--- src/design/ecal_pkg.sv ---
package ecal_pkg;

   // result field widths
   localparam int YEAR_W   = 13;
   localparam int MONTH_W  = 4;
   localparam int MDAY_W   = 5;
   localparam int HOUR_W   = 5;
   localparam int MINUTE_W = 6;
   localparam int SECOND_W = 6;
   localparam int WDAY_W   = 3;
   localparam int YDAY_W   = 9;

   // width of the octal digit sum used for the weekday
   localparam int DSUM_W = 7;

   // offset from 1970-01-01 back to 1601-01-01 in seconds
   localparam logic [63:0] BIAS_TO_1601 = 64'd11644473600;

   // seconds per day is 675 << 7
   localparam logic [9:0]  DAY_SEC_ODD  = 10'd675;
   localparam int          DAY_SEC_SHIFT = 7;

   localparam logic [17:0] DAYS_400Y = 18'd146097;
   localparam logic [17:0] DAYS_100Y = 18'd36524;
   localparam logic [17:0] DAYS_200Y = 18'd73048;
   localparam logic [17:0] DAYS_300Y = 18'd109572;
   localparam logic [15:0] DAYS_4Y   = 16'd1461;
   localparam logic [10:0] DAYS_1Y   = 11'd365;
   localparam logic [10:0] DAYS_2Y   = 11'd730;
   localparam logic [10:0] DAYS_3Y   = 11'd1095;

   localparam logic [10:0] BASE_YEAR     = 11'd1601;
   localparam logic [8:0]  YEARS_PER_ERA = 9'd400;
   localparam logic [6:0]  YEARS_PER_CENT = 7'd100;
   localparam logic [4:0]  Q4_MAX        = 5'd24;

   localparam logic [16:0] SECS_PER_HOUR = 17'd3600;
   localparam logic [11:0] SECS_PER_MIN  = 12'd60;

   // reciprocal constants: floor(x / d) == (x * recip) >> shift over the value range
   localparam logic [17:0] HOUR_RECIP = 18'd149131;
   localparam int          HOUR_SHIFT = 29;
   localparam logic [16:0] C4Y_RECIP  = 17'd91868;
   localparam int          C4Y_SHIFT  = 27;
   localparam logic [12:0] MIN_RECIP  = 13'd4370;
   localparam int          MIN_SHIFT  = 18;

   localparam logic [8:0] CUM_DAYS [2][13] = '{
      '{9'd0, 9'd31, 9'd59, 9'd90, 9'd120, 9'd151, 9'd181,
        9'd212, 9'd243, 9'd273, 9'd304, 9'd334, 9'd365},
      '{9'd0, 9'd31, 9'd60, 9'd91, 9'd121, 9'd152, 9'd182,
        9'd213, 9'd244, 9'd274, 9'd305, 9'd335, 9'd366}
   };

   // a value mod 7, from folding octal digits (8 is 1 mod 7)
   function automatic logic [2:0] mod7_fold(input logic [DSUM_W-1:0] value);
      logic [4:0] part;
      logic [3:0] rest;
      part = 5'(value[6:3]) + 5'(value[2:0]);
      rest = 4'(part[4:3]) + 4'(part[2:0]);
      if (rest >= 4'd7) begin
         rest = rest - 4'd7;
      end
      return rest[2:0];
   endfunction

endpackage

--- src/design/epoch_seconds_to_calendar_unit.sv ---
// an accepted request beat passes through every stage, stage 1 to the response register
// throughput: one beat per cycle unless stalled; a stage advances whenever the one
// after it has room, so bubbles collapse and a held response still lets earlier stages fill
// the wide divide by seconds-per-day and by days-per-400-years are split multiplies
// over two stages each; they set the depth
// reset clears only the stage valid flags; payload registers are not reset
module epoch_seconds_to_calendar_unit #(
   parameter int SECONDS_WIDTH = 36
) (
   input  logic                                clock,
   input  logic                                reset,
   input  logic                                req_valid,
   output logic                                req_stall,
   input  logic [SECONDS_WIDTH-1:0]            req_epoch_seconds,
   output logic                                rsp_valid,
   input  logic                                rsp_stall,
   output logic [ecal_pkg::YEAR_W-1:0]         rsp_year_number,
   output logic [ecal_pkg::MONTH_W-1:0]        rsp_month_number,
   output logic [ecal_pkg::MDAY_W-1:0]         rsp_day_of_month,
   output logic [ecal_pkg::HOUR_W-1:0]         rsp_hour_of_day,
   output logic [ecal_pkg::MINUTE_W-1:0]       rsp_minute_of_hour,
   output logic [ecal_pkg::SECOND_W-1:0]       rsp_second_of_minute,
   output logic [ecal_pkg::WDAY_W-1:0]         rsp_weekday,
   output logic [ecal_pkg::YDAY_W-1:0]         rsp_day_of_year,
   output logic                                rsp_leap_year
);

   localparam int NUM_ST = 11;

   localparam int SUM_W = ((SECONDS_WIDTH > 34) ? SECONDS_WIDTH : 34) + 1;
   localparam int T_W   = SUM_W - ecal_pkg::DAY_SEC_SHIFT;
   localparam int D_W   = T_W - 9;
   localparam int Q_W   = D_W - 17;
   localparam int Y_W   = (Q_W + 10 > ecal_pkg::YEAR_W) ? Q_W + 10 : ecal_pkg::YEAR_W;
   localparam int ND    = (D_W + 2) / 3;

   // days = t / 675 by reciprocal, split into four partial products
   localparam int          K1    = T_W + 10;
   localparam int          M1_W  = T_W + 1;
   localparam logic [63:0] M1    = ((64'd1 << K1) + 64'd674) / 64'd675;
   localparam int          TL_W  = T_W / 2;
   localparam int          TH_W  = T_W - TL_W;
   localparam int          ML_W  = (M1_W + 1) / 2;
   localparam int          MH_W  = M1_W - ML_W;
   localparam int          P1_W  = T_W + M1_W;
   localparam logic [ML_W-1:0] M1_LO = M1[ML_W-1:0];
   localparam logic [MH_W-1:0] M1_HI = M1[M1_W-1:ML_W];

   // q400 = days / 146097, same scheme
   localparam int          K2    = D_W + 18;
   localparam int          M2_W  = D_W + 1;
   localparam logic [63:0] M2    = ((64'd1 << K2) + 64'd146096) / 64'd146097;
   localparam int          DL_W  = D_W / 2;
   localparam int          DH_W  = D_W - DL_W;
   localparam int          NL_W  = (M2_W + 1) / 2;
   localparam int          NH_W  = M2_W - NL_W;
   localparam int          P2_W  = D_W + M2_W;
   localparam logic [NL_W-1:0] M2_LO = M2[NL_W-1:0];
   localparam logic [NH_W-1:0] M2_HI = M2[M2_W-1:NL_W];

   logic [NUM_ST-1:0] stage_valid_ff;
   logic [NUM_ST-1:0] adv;

   // stage 1
   logic [SUM_W-1:0]          s1_sec_ff, s1_sec_in;
   // stage 2
   logic [TL_W+ML_W-1:0]      s2_pll_ff, s2_pll_in;
   logic [TL_W+MH_W-1:0]      s2_plh_ff, s2_plh_in;
   logic [TH_W+ML_W-1:0]      s2_phl_ff, s2_phl_in;
   logic [TH_W+MH_W-1:0]      s2_phh_ff, s2_phh_in;
   logic [T_W-1:0]            s2_t_ff;
   logic [6:0]                s2_low_ff;
   // stage 3
   logic [D_W-1:0]            s3_days_ff, s3_days_in;
   logic [T_W-1:0]            s3_t_ff;
   logic [6:0]                s3_low_ff;
   // stage 4
   logic [DL_W+NL_W-1:0]      s4_pll_ff, s4_pll_in;
   logic [DL_W+NH_W-1:0]      s4_plh_ff, s4_plh_in;
   logic [DH_W+NL_W-1:0]      s4_phl_ff, s4_phl_in;
   logic [DH_W+NH_W-1:0]      s4_phh_ff, s4_phh_in;
   logic [17:0]               s4_days_ff;
   logic [16:0]               s4_sod_ff, s4_sod_in;
   logic [ecal_pkg::DSUM_W-1:0] s4_dsum_ff, s4_dsum_in;
   // stage 5
   logic [Q_W-1:0]            s5_q400_ff, s5_q400_in;
   logic [17:0]               s5_days_ff;
   logic [16:0]               s5_sod_ff;
   logic [2:0]                s5_wday_ff, s5_wday_in;
   // stage 6
   logic [17:0]               s6_r400_ff, s6_r400_in;
   logic [4:0]                s6_hour_ff, s6_hour_in;
   logic [16:0]               s6_sod_ff;
   logic [Q_W-1:0]            s6_q400_ff;
   logic [2:0]                s6_wday_ff;
   // stage 7
   logic [1:0]                s7_c100_ff, s7_c100_in;
   logic [15:0]               s7_r100_ff, s7_r100_in;
   logic [11:0]               s7_minrem_ff, s7_minrem_in;
   logic [4:0]                s7_hour_ff;
   logic [Q_W-1:0]            s7_q400_ff;
   logic [2:0]                s7_wday_ff;
   // stage 8
   logic [4:0]                s8_q4_ff, s8_q4_in;
   logic [5:0]                s8_minute_ff, s8_minute_in;
   logic [15:0]               s8_r100_ff;
   logic [11:0]               s8_minrem_ff;
   logic [1:0]                s8_c100_ff;
   logic [4:0]                s8_hour_ff;
   logic [Q_W-1:0]            s8_q400_ff;
   logic [2:0]                s8_wday_ff;
   // stage 9
   logic [10:0]               s9_r4_ff, s9_r4_in;
   logic [5:0]                s9_second_ff, s9_second_in;
   logic [4:0]                s9_q4_ff;
   logic [5:0]                s9_minute_ff;
   logic [1:0]                s9_c100_ff;
   logic [4:0]                s9_hour_ff;
   logic [Q_W-1:0]            s9_q400_ff;
   logic [2:0]                s9_wday_ff;
   // stage 10
   logic [8:0]                s10_yday_ff, s10_yday_in;
   logic                      s10_leap_ff, s10_leap_in;
   logic [Y_W-1:0]            s10_year_ff, s10_year_in;
   logic [5:0]                s10_second_ff;
   logic [5:0]                s10_minute_ff;
   logic [4:0]                s10_hour_ff;
   logic [2:0]                s10_wday_ff;
   // stage 11, the response register
   logic [ecal_pkg::YEAR_W-1:0]   rsp_year_ff;
   logic [ecal_pkg::MONTH_W-1:0]  rsp_month_ff, rsp_month_in;
   logic [ecal_pkg::MDAY_W-1:0]   rsp_mday_ff, rsp_mday_in;
   logic [ecal_pkg::HOUR_W-1:0]   rsp_hour_ff;
   logic [ecal_pkg::MINUTE_W-1:0] rsp_minute_ff;
   logic [ecal_pkg::SECOND_W-1:0] rsp_second_ff;
   logic [ecal_pkg::WDAY_W-1:0]   rsp_wday_ff;
   logic [ecal_pkg::YDAY_W-1:0]   rsp_yday_ff;
   logic                          rsp_leap_ff;

   // working values
   logic [T_W-1:0]     t_val;
   logic [P1_W-1:0]    prod1;
   logic [T_W-1:0]     t_rem;
   logic [3*ND-1:0]    days_pad;
   logic [P2_W-1:0]    prod2;
   logic [2:0]         wmod;
   logic [34:0]        hour_prod;
   logic [17:0]        cent_off;
   logic [32:0]        q4_prod;
   logic [4:0]         q4_raw;
   logic [24:0]        min_prod;
   logic [1:0]         a1;
   logic [10:0]        year_off;

   // a stage takes a new beat when it is empty or the stage after it moves on
   always_comb begin
      adv[NUM_ST-1] = !stage_valid_ff[NUM_ST-1] || !rsp_stall;
      for (int k = NUM_ST - 2; k >= 0; k--) begin
         adv[k] = !stage_valid_ff[k] || adv[k+1];
      end
   end

   assign req_stall = !adv[0];
   assign rsp_valid = stage_valid_ff[NUM_ST-1];

   always_comb begin
      // stage 1: move the origin to 1601
      s1_sec_in = SUM_W'(req_epoch_seconds) + SUM_W'(ecal_pkg::BIAS_TO_1601);

      // stage 2: partial products of (seconds >> 7) * reciprocal of 675
      t_val     = s1_sec_ff[SUM_W-1:ecal_pkg::DAY_SEC_SHIFT];
      s2_pll_in = (TL_W+ML_W)'(t_val[TL_W-1:0]) * (TL_W+ML_W)'(M1_LO);
      s2_plh_in = (TL_W+MH_W)'(t_val[TL_W-1:0]) * (TL_W+MH_W)'(M1_HI);
      s2_phl_in = (TH_W+ML_W)'(t_val[T_W-1:TL_W]) * (TH_W+ML_W)'(M1_LO);
      s2_phh_in = (TH_W+MH_W)'(t_val[T_W-1:TL_W]) * (TH_W+MH_W)'(M1_HI);

      // stage 3: whole days
      prod1 = (P1_W'(s2_phh_ff) << (TL_W + ML_W)) + (P1_W'(s2_phl_ff) << TL_W)
            + (P1_W'(s2_plh_ff) << ML_W) + P1_W'(s2_pll_ff);
      s3_days_in = prod1[K1 +: D_W];

      // stage 4: second of day, octal digit sum of days, q400 partial products
      t_rem     = s3_t_ff - T_W'(s3_days_ff) * T_W'(ecal_pkg::DAY_SEC_ODD);
      s4_sod_in = {t_rem[9:0], s3_low_ff};
      days_pad  = (3*ND)'(s3_days_ff);
      s4_dsum_in = '0;
      for (int i = 0; i < ND; i++) begin
         s4_dsum_in = s4_dsum_in + ecal_pkg::DSUM_W'(days_pad[3*i +: 3]);
      end
      s4_pll_in = (DL_W+NL_W)'(s3_days_ff[DL_W-1:0]) * (DL_W+NL_W)'(M2_LO);
      s4_plh_in = (DL_W+NH_W)'(s3_days_ff[DL_W-1:0]) * (DL_W+NH_W)'(M2_HI);
      s4_phl_in = (DH_W+NL_W)'(s3_days_ff[D_W-1:DL_W]) * (DH_W+NL_W)'(M2_LO);
      s4_phh_in = (DH_W+NH_W)'(s3_days_ff[D_W-1:DL_W]) * (DH_W+NH_W)'(M2_HI);

      // stage 5: 400-year count and weekday (day 0 of 1601 was a monday)
      prod2 = (P2_W'(s4_phh_ff) << (DL_W + NL_W)) + (P2_W'(s4_phl_ff) << DL_W)
            + (P2_W'(s4_plh_ff) << NL_W) + P2_W'(s4_pll_ff);
      s5_q400_in = prod2[K2 +: Q_W];
      wmod       = ecal_pkg::mod7_fold(s4_dsum_ff);
      s5_wday_in = (wmod == 3'd6) ? 3'd0 : wmod + 3'd1;

      // stage 6: day within the era, hour of day
      s6_r400_in = s5_days_ff - 18'(s5_q400_ff) * ecal_pkg::DAYS_400Y;
      hour_prod  = 35'(s5_sod_ff) * 35'(ecal_pkg::HOUR_RECIP);
      s6_hour_in = hour_prod[ecal_pkg::HOUR_SHIFT +: 5];

      // stage 7: century, clamped so the era's last day stays in century 3
      if (s6_r400_ff >= ecal_pkg::DAYS_300Y) begin
         s7_c100_in = 2'd3;
         cent_off   = ecal_pkg::DAYS_300Y;
      end else if (s6_r400_ff >= ecal_pkg::DAYS_200Y) begin
         s7_c100_in = 2'd2;
         cent_off   = ecal_pkg::DAYS_200Y;
      end else if (s6_r400_ff >= ecal_pkg::DAYS_100Y) begin
         s7_c100_in = 2'd1;
         cent_off   = ecal_pkg::DAYS_100Y;
      end else begin
         s7_c100_in = 2'd0;
         cent_off   = '0;
      end
      s7_r100_in   = 16'(s6_r400_ff - cent_off);
      s7_minrem_in = 12'(s6_sod_ff - 17'(s6_hour_ff) * ecal_pkg::SECS_PER_HOUR);

      // stage 8: 4-year count, minute
      q4_prod  = 33'(s7_r100_ff) * 33'(ecal_pkg::C4Y_RECIP);
      q4_raw   = q4_prod[ecal_pkg::C4Y_SHIFT +: 5];
      s8_q4_in = (q4_raw > ecal_pkg::Q4_MAX) ? ecal_pkg::Q4_MAX : q4_raw;
      min_prod = 25'(s7_minrem_ff) * 25'(ecal_pkg::MIN_RECIP);
      s8_minute_in = min_prod[ecal_pkg::MIN_SHIFT +: 6];

      // stage 9: day within the 4-year span, second
      s9_r4_in     = 11'(s8_r100_ff - 16'(s8_q4_ff) * ecal_pkg::DAYS_4Y);
      s9_second_in = 6'(s8_minrem_ff - 12'(s8_minute_ff) * ecal_pkg::SECS_PER_MIN);

      // stage 10: year in span (clamped to 3), day of year, leap flag, year
      if (s9_r4_ff >= ecal_pkg::DAYS_3Y) begin
         a1       = 2'd3;
         year_off = ecal_pkg::DAYS_3Y;
      end else if (s9_r4_ff >= ecal_pkg::DAYS_2Y) begin
         a1       = 2'd2;
         year_off = ecal_pkg::DAYS_2Y;
      end else if (s9_r4_ff >= ecal_pkg::DAYS_1Y) begin
         a1       = 2'd1;
         year_off = ecal_pkg::DAYS_1Y;
      end else begin
         a1       = 2'd0;
         year_off = '0;
      end
      s10_yday_in = 9'(s9_r4_ff - year_off);
      // the fourth year of a span is leap, except at a century that is not an era end
      s10_leap_in = (a1 == 2'd3) &&
                    ((s9_q4_ff != ecal_pkg::Q4_MAX) || (s9_c100_ff == 2'd3));
      s10_year_in = Y_W'(ecal_pkg::BASE_YEAR)
                  + Y_W'(s9_q400_ff) * Y_W'(ecal_pkg::YEARS_PER_ERA)
                  + Y_W'(s9_c100_ff) * Y_W'(ecal_pkg::YEARS_PER_CENT)
                  + Y_W'({s9_q4_ff, 2'b00}) + Y_W'(a1);

      // stage 11: month and day of month, first month whose end lies past the day
      rsp_month_in = 4'd12;
      rsp_mday_in  = 5'd31;
      for (int m = 12; m >= 1; m--) begin
         if (s10_yday_ff < ecal_pkg::CUM_DAYS[s10_leap_ff][m]) begin
            rsp_month_in = 4'(m);
            rsp_mday_in  = 5'(s10_yday_ff - ecal_pkg::CUM_DAYS[s10_leap_ff][m-1] + 9'd1);
         end
      end
   end

   always_ff @(posedge clock) begin
      if (reset) begin
         stage_valid_ff <= '0;
      end else begin
         if (adv[0]) begin
            stage_valid_ff[0] <= req_valid;
         end
         for (int k = 1; k < NUM_ST; k++) begin
            if (adv[k]) begin
               stage_valid_ff[k] <= stage_valid_ff[k-1];
            end
         end
      end
   end

   always_ff @(posedge clock) begin
      if (adv[0]) begin
         s1_sec_ff <= s1_sec_in;
      end
      if (adv[1]) begin
         s2_pll_ff <= s2_pll_in;
         s2_plh_ff <= s2_plh_in;
         s2_phl_ff <= s2_phl_in;
         s2_phh_ff <= s2_phh_in;
         s2_t_ff   <= t_val;
         s2_low_ff <= s1_sec_ff[6:0];
      end
      if (adv[2]) begin
         s3_days_ff <= s3_days_in;
         s3_t_ff    <= s2_t_ff;
         s3_low_ff  <= s2_low_ff;
      end
      if (adv[3]) begin
         s4_pll_ff  <= s4_pll_in;
         s4_plh_ff  <= s4_plh_in;
         s4_phl_ff  <= s4_phl_in;
         s4_phh_ff  <= s4_phh_in;
         s4_days_ff <= s3_days_ff[17:0];
         s4_sod_ff  <= s4_sod_in;
         s4_dsum_ff <= s4_dsum_in;
      end
      if (adv[4]) begin
         s5_q400_ff <= s5_q400_in;
         s5_days_ff <= s4_days_ff;
         s5_sod_ff  <= s4_sod_ff;
         s5_wday_ff <= s5_wday_in;
      end
      if (adv[5]) begin
         s6_r400_ff <= s6_r400_in;
         s6_hour_ff <= s6_hour_in;
         s6_sod_ff  <= s5_sod_ff;
         s6_q400_ff <= s5_q400_ff;
         s6_wday_ff <= s5_wday_ff;
      end
      if (adv[6]) begin
         s7_c100_ff   <= s7_c100_in;
         s7_r100_ff   <= s7_r100_in;
         s7_minrem_ff <= s7_minrem_in;
         s7_hour_ff   <= s6_hour_ff;
         s7_q400_ff   <= s6_q400_ff;
         s7_wday_ff   <= s6_wday_ff;
      end
      if (adv[7]) begin
         s8_q4_ff     <= s8_q4_in;
         s8_minute_ff <= s8_minute_in;
         s8_r100_ff   <= s7_r100_ff;
         s8_minrem_ff <= s7_minrem_ff;
         s8_c100_ff   <= s7_c100_ff;
         s8_hour_ff   <= s7_hour_ff;
         s8_q400_ff   <= s7_q400_ff;
         s8_wday_ff   <= s7_wday_ff;
      end
      if (adv[8]) begin
         s9_r4_ff     <= s9_r4_in;
         s9_second_ff <= s9_second_in;
         s9_q4_ff     <= s8_q4_ff;
         s9_minute_ff <= s8_minute_ff;
         s9_c100_ff   <= s8_c100_ff;
         s9_hour_ff   <= s8_hour_ff;
         s9_q400_ff   <= s8_q400_ff;
         s9_wday_ff   <= s8_wday_ff;
      end
      if (adv[9]) begin
         s10_yday_ff   <= s10_yday_in;
         s10_leap_ff   <= s10_leap_in;
         s10_year_ff   <= s10_year_in;
         s10_second_ff <= s9_second_ff;
         s10_minute_ff <= s9_minute_ff;
         s10_hour_ff   <= s9_hour_ff;
         s10_wday_ff   <= s9_wday_ff;
      end
      if (adv[10]) begin
         rsp_year_ff   <= s10_year_ff[ecal_pkg::YEAR_W-1:0];
         rsp_month_ff  <= rsp_month_in;
         rsp_mday_ff   <= rsp_mday_in;
         rsp_hour_ff   <= s10_hour_ff;
         rsp_minute_ff <= s10_minute_ff;
         rsp_second_ff <= s10_second_ff;
         rsp_wday_ff   <= s10_wday_ff;
         rsp_yday_ff   <= s10_yday_ff;
         rsp_leap_ff   <= s10_leap_ff;
      end
   end

   assign rsp_year_number      = rsp_year_ff;
   assign rsp_month_number     = rsp_month_ff;
   assign rsp_day_of_month     = rsp_mday_ff;
   assign rsp_hour_of_day      = rsp_hour_ff;
   assign rsp_minute_of_hour   = rsp_minute_ff;
   assign rsp_second_of_minute = rsp_second_ff;
   assign rsp_weekday          = rsp_wday_ff;
   assign rsp_day_of_year      = rsp_yday_ff;
   assign rsp_leap_year        = rsp_leap_ff;

endmodule

--- config.mk ---
export PLATFORM = sky130hd
export DESIGN_NAME = epoch_seconds_to_calendar_unit
export DESIGN_NICKNAME = d
export VERILOG_FILES = /design/src/design/ecal_pkg.sv /design/src/design/epoch_seconds_to_calendar_unit.sv
export SDC_FILE = /design/constraint.sdc
export NUM_CORES = 2
export LEC_CHECK = 0
export BUFFER_PORTS_ARGS = -buffer_cell sky130_fd_sc_hd__buf_2
export CELL_PAD_IN_SITES_DETAIL_PLACEMENT = 1
export CELL_PAD_IN_SITES_GLOBAL_PLACEMENT = 1
export CORE_MARGIN = 2
export CORE_UTILIZATION = 54
export DETAILED_ROUTE_END_ITERATION = 8
export PLACE_DENSITY_LB_ADDON = 0.25
export SKIP_CTS_REPAIR_TIMING = 1
export SYNTH_ARGS = -nofsm -noshare
export SYNTH_HDL_FRONTEND = slang
export SYNTH_SLANG_ARGS = --single-unit
--- constraint.sdc ---
create_clock -name clock -period 11.45 [get_ports clock]
set_clock_uncertainty 0.15 [all_clocks]
set_input_delay 1.7175 -clock clock [delete_from_list [all_inputs] [get_ports clock]]
set_output_delay 1.7175 -clock clock [all_outputs]
set_load 0.01 [all_outputs]
==> flow_metrics.tcl <==
set metrics [dict create \
    syn_area_um2 58700 \
    netlist_instances 5058 \
    ys_seq_elements 616 \
    routed_wl_um 138000 \
    drtPass1Iterations 5 \
    die_w_um 334 \
    wl_per_cell_um 20.7 \
    coreArea_um2 108000 \
    rsz0062_at_grt "no" \
    holdCritStartpoint "s7_q400_ff[2]" \
    reg2reg_depth 20 \
    slew_viol_final 0 \
    clockRootBuffer "clkbuf_16" \
    initial_utilization 0.546 \
    synth_cell_types 82 \
    synth.area.top_cells "edfxtp_1 31%, ha_1 27%, fa_1 17%" \
    grt_remaining_overflow 0 \
    yosysSeqAreaShare 0.313 \
    clock_path_buffers 3 \
    num_vias 37359 \
    die_area_um2 111000 \
    ys.flop_type "edfxtp_1" \
    portBuffers 93 \
    hold_path_end "s8_q400_ff[2]" \
    antenna_cells 0 \
    grt_pass1_wl_um 226000 \
    seq_area_um2 18400 \
    nFillCells 11191 \
    tns_ps 0 \
    crit_type "primary input to output pin" \
    period_share 0.599 \
    clk_pin_slew_ps 60 \
    tightest_slew_ps 1260 \
    clock_latency_ps 660 \
    timing.rr.end "s8_q4_ff[1]" \
    htree_levels 3 \
    grt_pass1_vias 43169 \
    die_h_um 334 \
    maxCapViolations 0 \
    drc 0 \
    synth_top_area_frac 0.310 \
    worstHoldPathCells 0 \
    fin_nets 7029 \
    vias_per_cell 5.59 \
    cts_tree "built" \
    ys_async_sr_fraction 0 \
    cts_num_sinks 616 \
    crit_arrival_ps 4990 \
    antenna_found_initial 0 \
    std_cell_rows 120 \
    area_growth_pct 7.99 \
    io_pins 94 \
    critPathCaptureType "output pin" \
    r2r-start "s7_r100_ff[10]" \
    max_freq_mhz 146 \
    slew_headroom 0.159 \
    finish.utilization 0.590 \
    multi_input_area_um2 36400 \
    yosysTopAreaCell "edfxtp_1" \
    syn_area_per_cell_um2 11.6 \
    status "complete, no violations" \
    drive_gt1_frac 0.0519 \
    synth-edff-count 605 \
    syn_nets 6865 \
    startpoint_type "primary input" \
    crit_fanout 44 \
    hold_viol 0 \
    postRouteAntennaNets 0 \
    place_congestion 0.890 \
    fin_crit_ps 6860 \
    worstPathRequired_ps 9580 \
    setup-violations-final 0 \
    crit_path_start "rsp_stall" \
    hpwl_um 111000 \
    hp-class "flop to flop" \
    ys_warn_count 0 \
    cts_buffers 74 \
    drt-initial-drc-count 1566 \
    rrSetupSlack_ps 4860 \
    track_usage 0.257 \
    grt_max_degree 87 \
]
## flip-flops by register name, indices dropped and copies added (netlist names), 11 cells and up
register and cells:
s1_sec_ff 37, s2_phh_ff 30, s2_plh_ff 30, s2_phl_ff 26, s4_phh_ff 22, days_pad 21
s4_plh_ff 21, s4_phl_ff 20, s5_days_ff 18, s6_r400_ff 18, s4_sod_ff 17, s5_sod_ff 17
s7_r100_ff 16, s4_days_ff 14, rsp_year_number 13, s10_year_ff 13, s2_pll_ff 13, s6_sod_ff 12
s7_minrem_ff 12, s8_r100_ff 11, s9_r4_ff 11, stage_valid_ff 11
## cell type report
| cell class | count | share of cell area |
|---|---|---|
| tap | 1403 | 0.0277 |
| clock buffer | 91 | 0.0307 |
| timing repair buffer | 106 | 0.00888 |
| clock inverter | 46 | 0.00746 |
| multi-input combinational | 3384 | 0.574 |
| inverter | 1040 | 0.0616 |
| sequential | 616 | 0.290 |
## cells by family (layout without fill, tap and decap cells)
group,count (synthesis),count (layout),share of synthesized area
compound gates,685,685,0.0762
mux,6,6,0.00109
buf+inv,1058,1283,0.0679
fa+ha+maj,1767,1767,0.441
flops,616,616,0.313
simple gates,599,599,0.0514
xor+xnor,327,327,0.0488
## synth_stat cells, types with 6 or more instances
library cell and n:
a211o_1 14, a211oi_1 33, a21boi_0 7, a21o_1 87, a21oi_1 208, a31o_2 10
a31oi_1 29, and2_1 17, and3_1 29, and4_1 6, clkbuf_1 14, dfxtp_1 11
edfxtp_1 605, fa_1 505, ha_1 1262, inv_1 1040, nand2_1 99, nand2b_1 44
nand3_1 53, nand4_1 24, nor2_1 170, nor2b_1 33, nor3_1 55, nor4_1 13
o2111ai_1 8, o211ai_1 10, o21a_1 41, o21ai_0 119, o21ai_1 15, o21bai_1 29
o31a_1 9, o31ai_1 6, or2_2 20, or3_1 9, xnor2_1 226, xor2_1 101
## worst max path at each step
stage / endpoint / cells after the start / slack (ps)
finish: req_stall / 12 / 4590
global route: req_stall / 12 / 4300
CTS: req_stall / 12 / 4510
detailed placement: req_stall / 12 / 4560
global placement: req_stall / 12 / 4720
floorplan: s2_low_ff[0] / 6 / 2710
## critical path, stage by stage
cell and delay (ps):
buf_2 150, and3_1 250, inv_2 60, buf_4 490, nor2_1 270, nand3_2 130, buf_4 520, nor2_1 330
nand4_1 170, buf_4 540, inv_1 90, buf_2 160
## layer usage
metal  up-vias  global-route usage  part of all wire
li1      17616                   -                 -
met1     18919               0.302              0.41
met2       566               0.488              0.53
met3       258              0.0280             0.026
met4         0              0.0798             0.032
met5         -                   0                 0
## metrics by stage
step | hold slack, ps | instances | setup WS [ps] | instance area, um^2
after global placement | 251 | 6549 | 4720 | 61000
after global routing | 259 | 6686 | 4300 | 63400
final | 254 | 6686 | 4590 | 63400
after floorplan | 250 | 5058 | 2710 | 58700
after CTS | 253 | 6686 | 4510 | 63400
after detailed placement | 255 | 6549 | 4560 | 61000
## cell usage in the layout, fill, tap and decap left out, types with 24 or more instances in the layout
master	n
o21bai_1	29
nor2b_1	33
o21a_1	41
fa_1	505
nand2_1	95
xnor2_1	226
nor3_1	55
o21ai_0	119
buf_2	93
ha_1	1262
edfxtp_1	605
nand2b_1	44
a21oi_1	208
xor2_1	101
clkbuf_16	75
a21o_1	87
nor2_1	170
a31oi_1	29
nand3_1	50
inv_1	1037
nand4_1	24
and3_1	29
a211oi_1	33
Power is not shown: default switching activity piles up to over one toggle a cycle in this logic, so the estimate is an artifact.
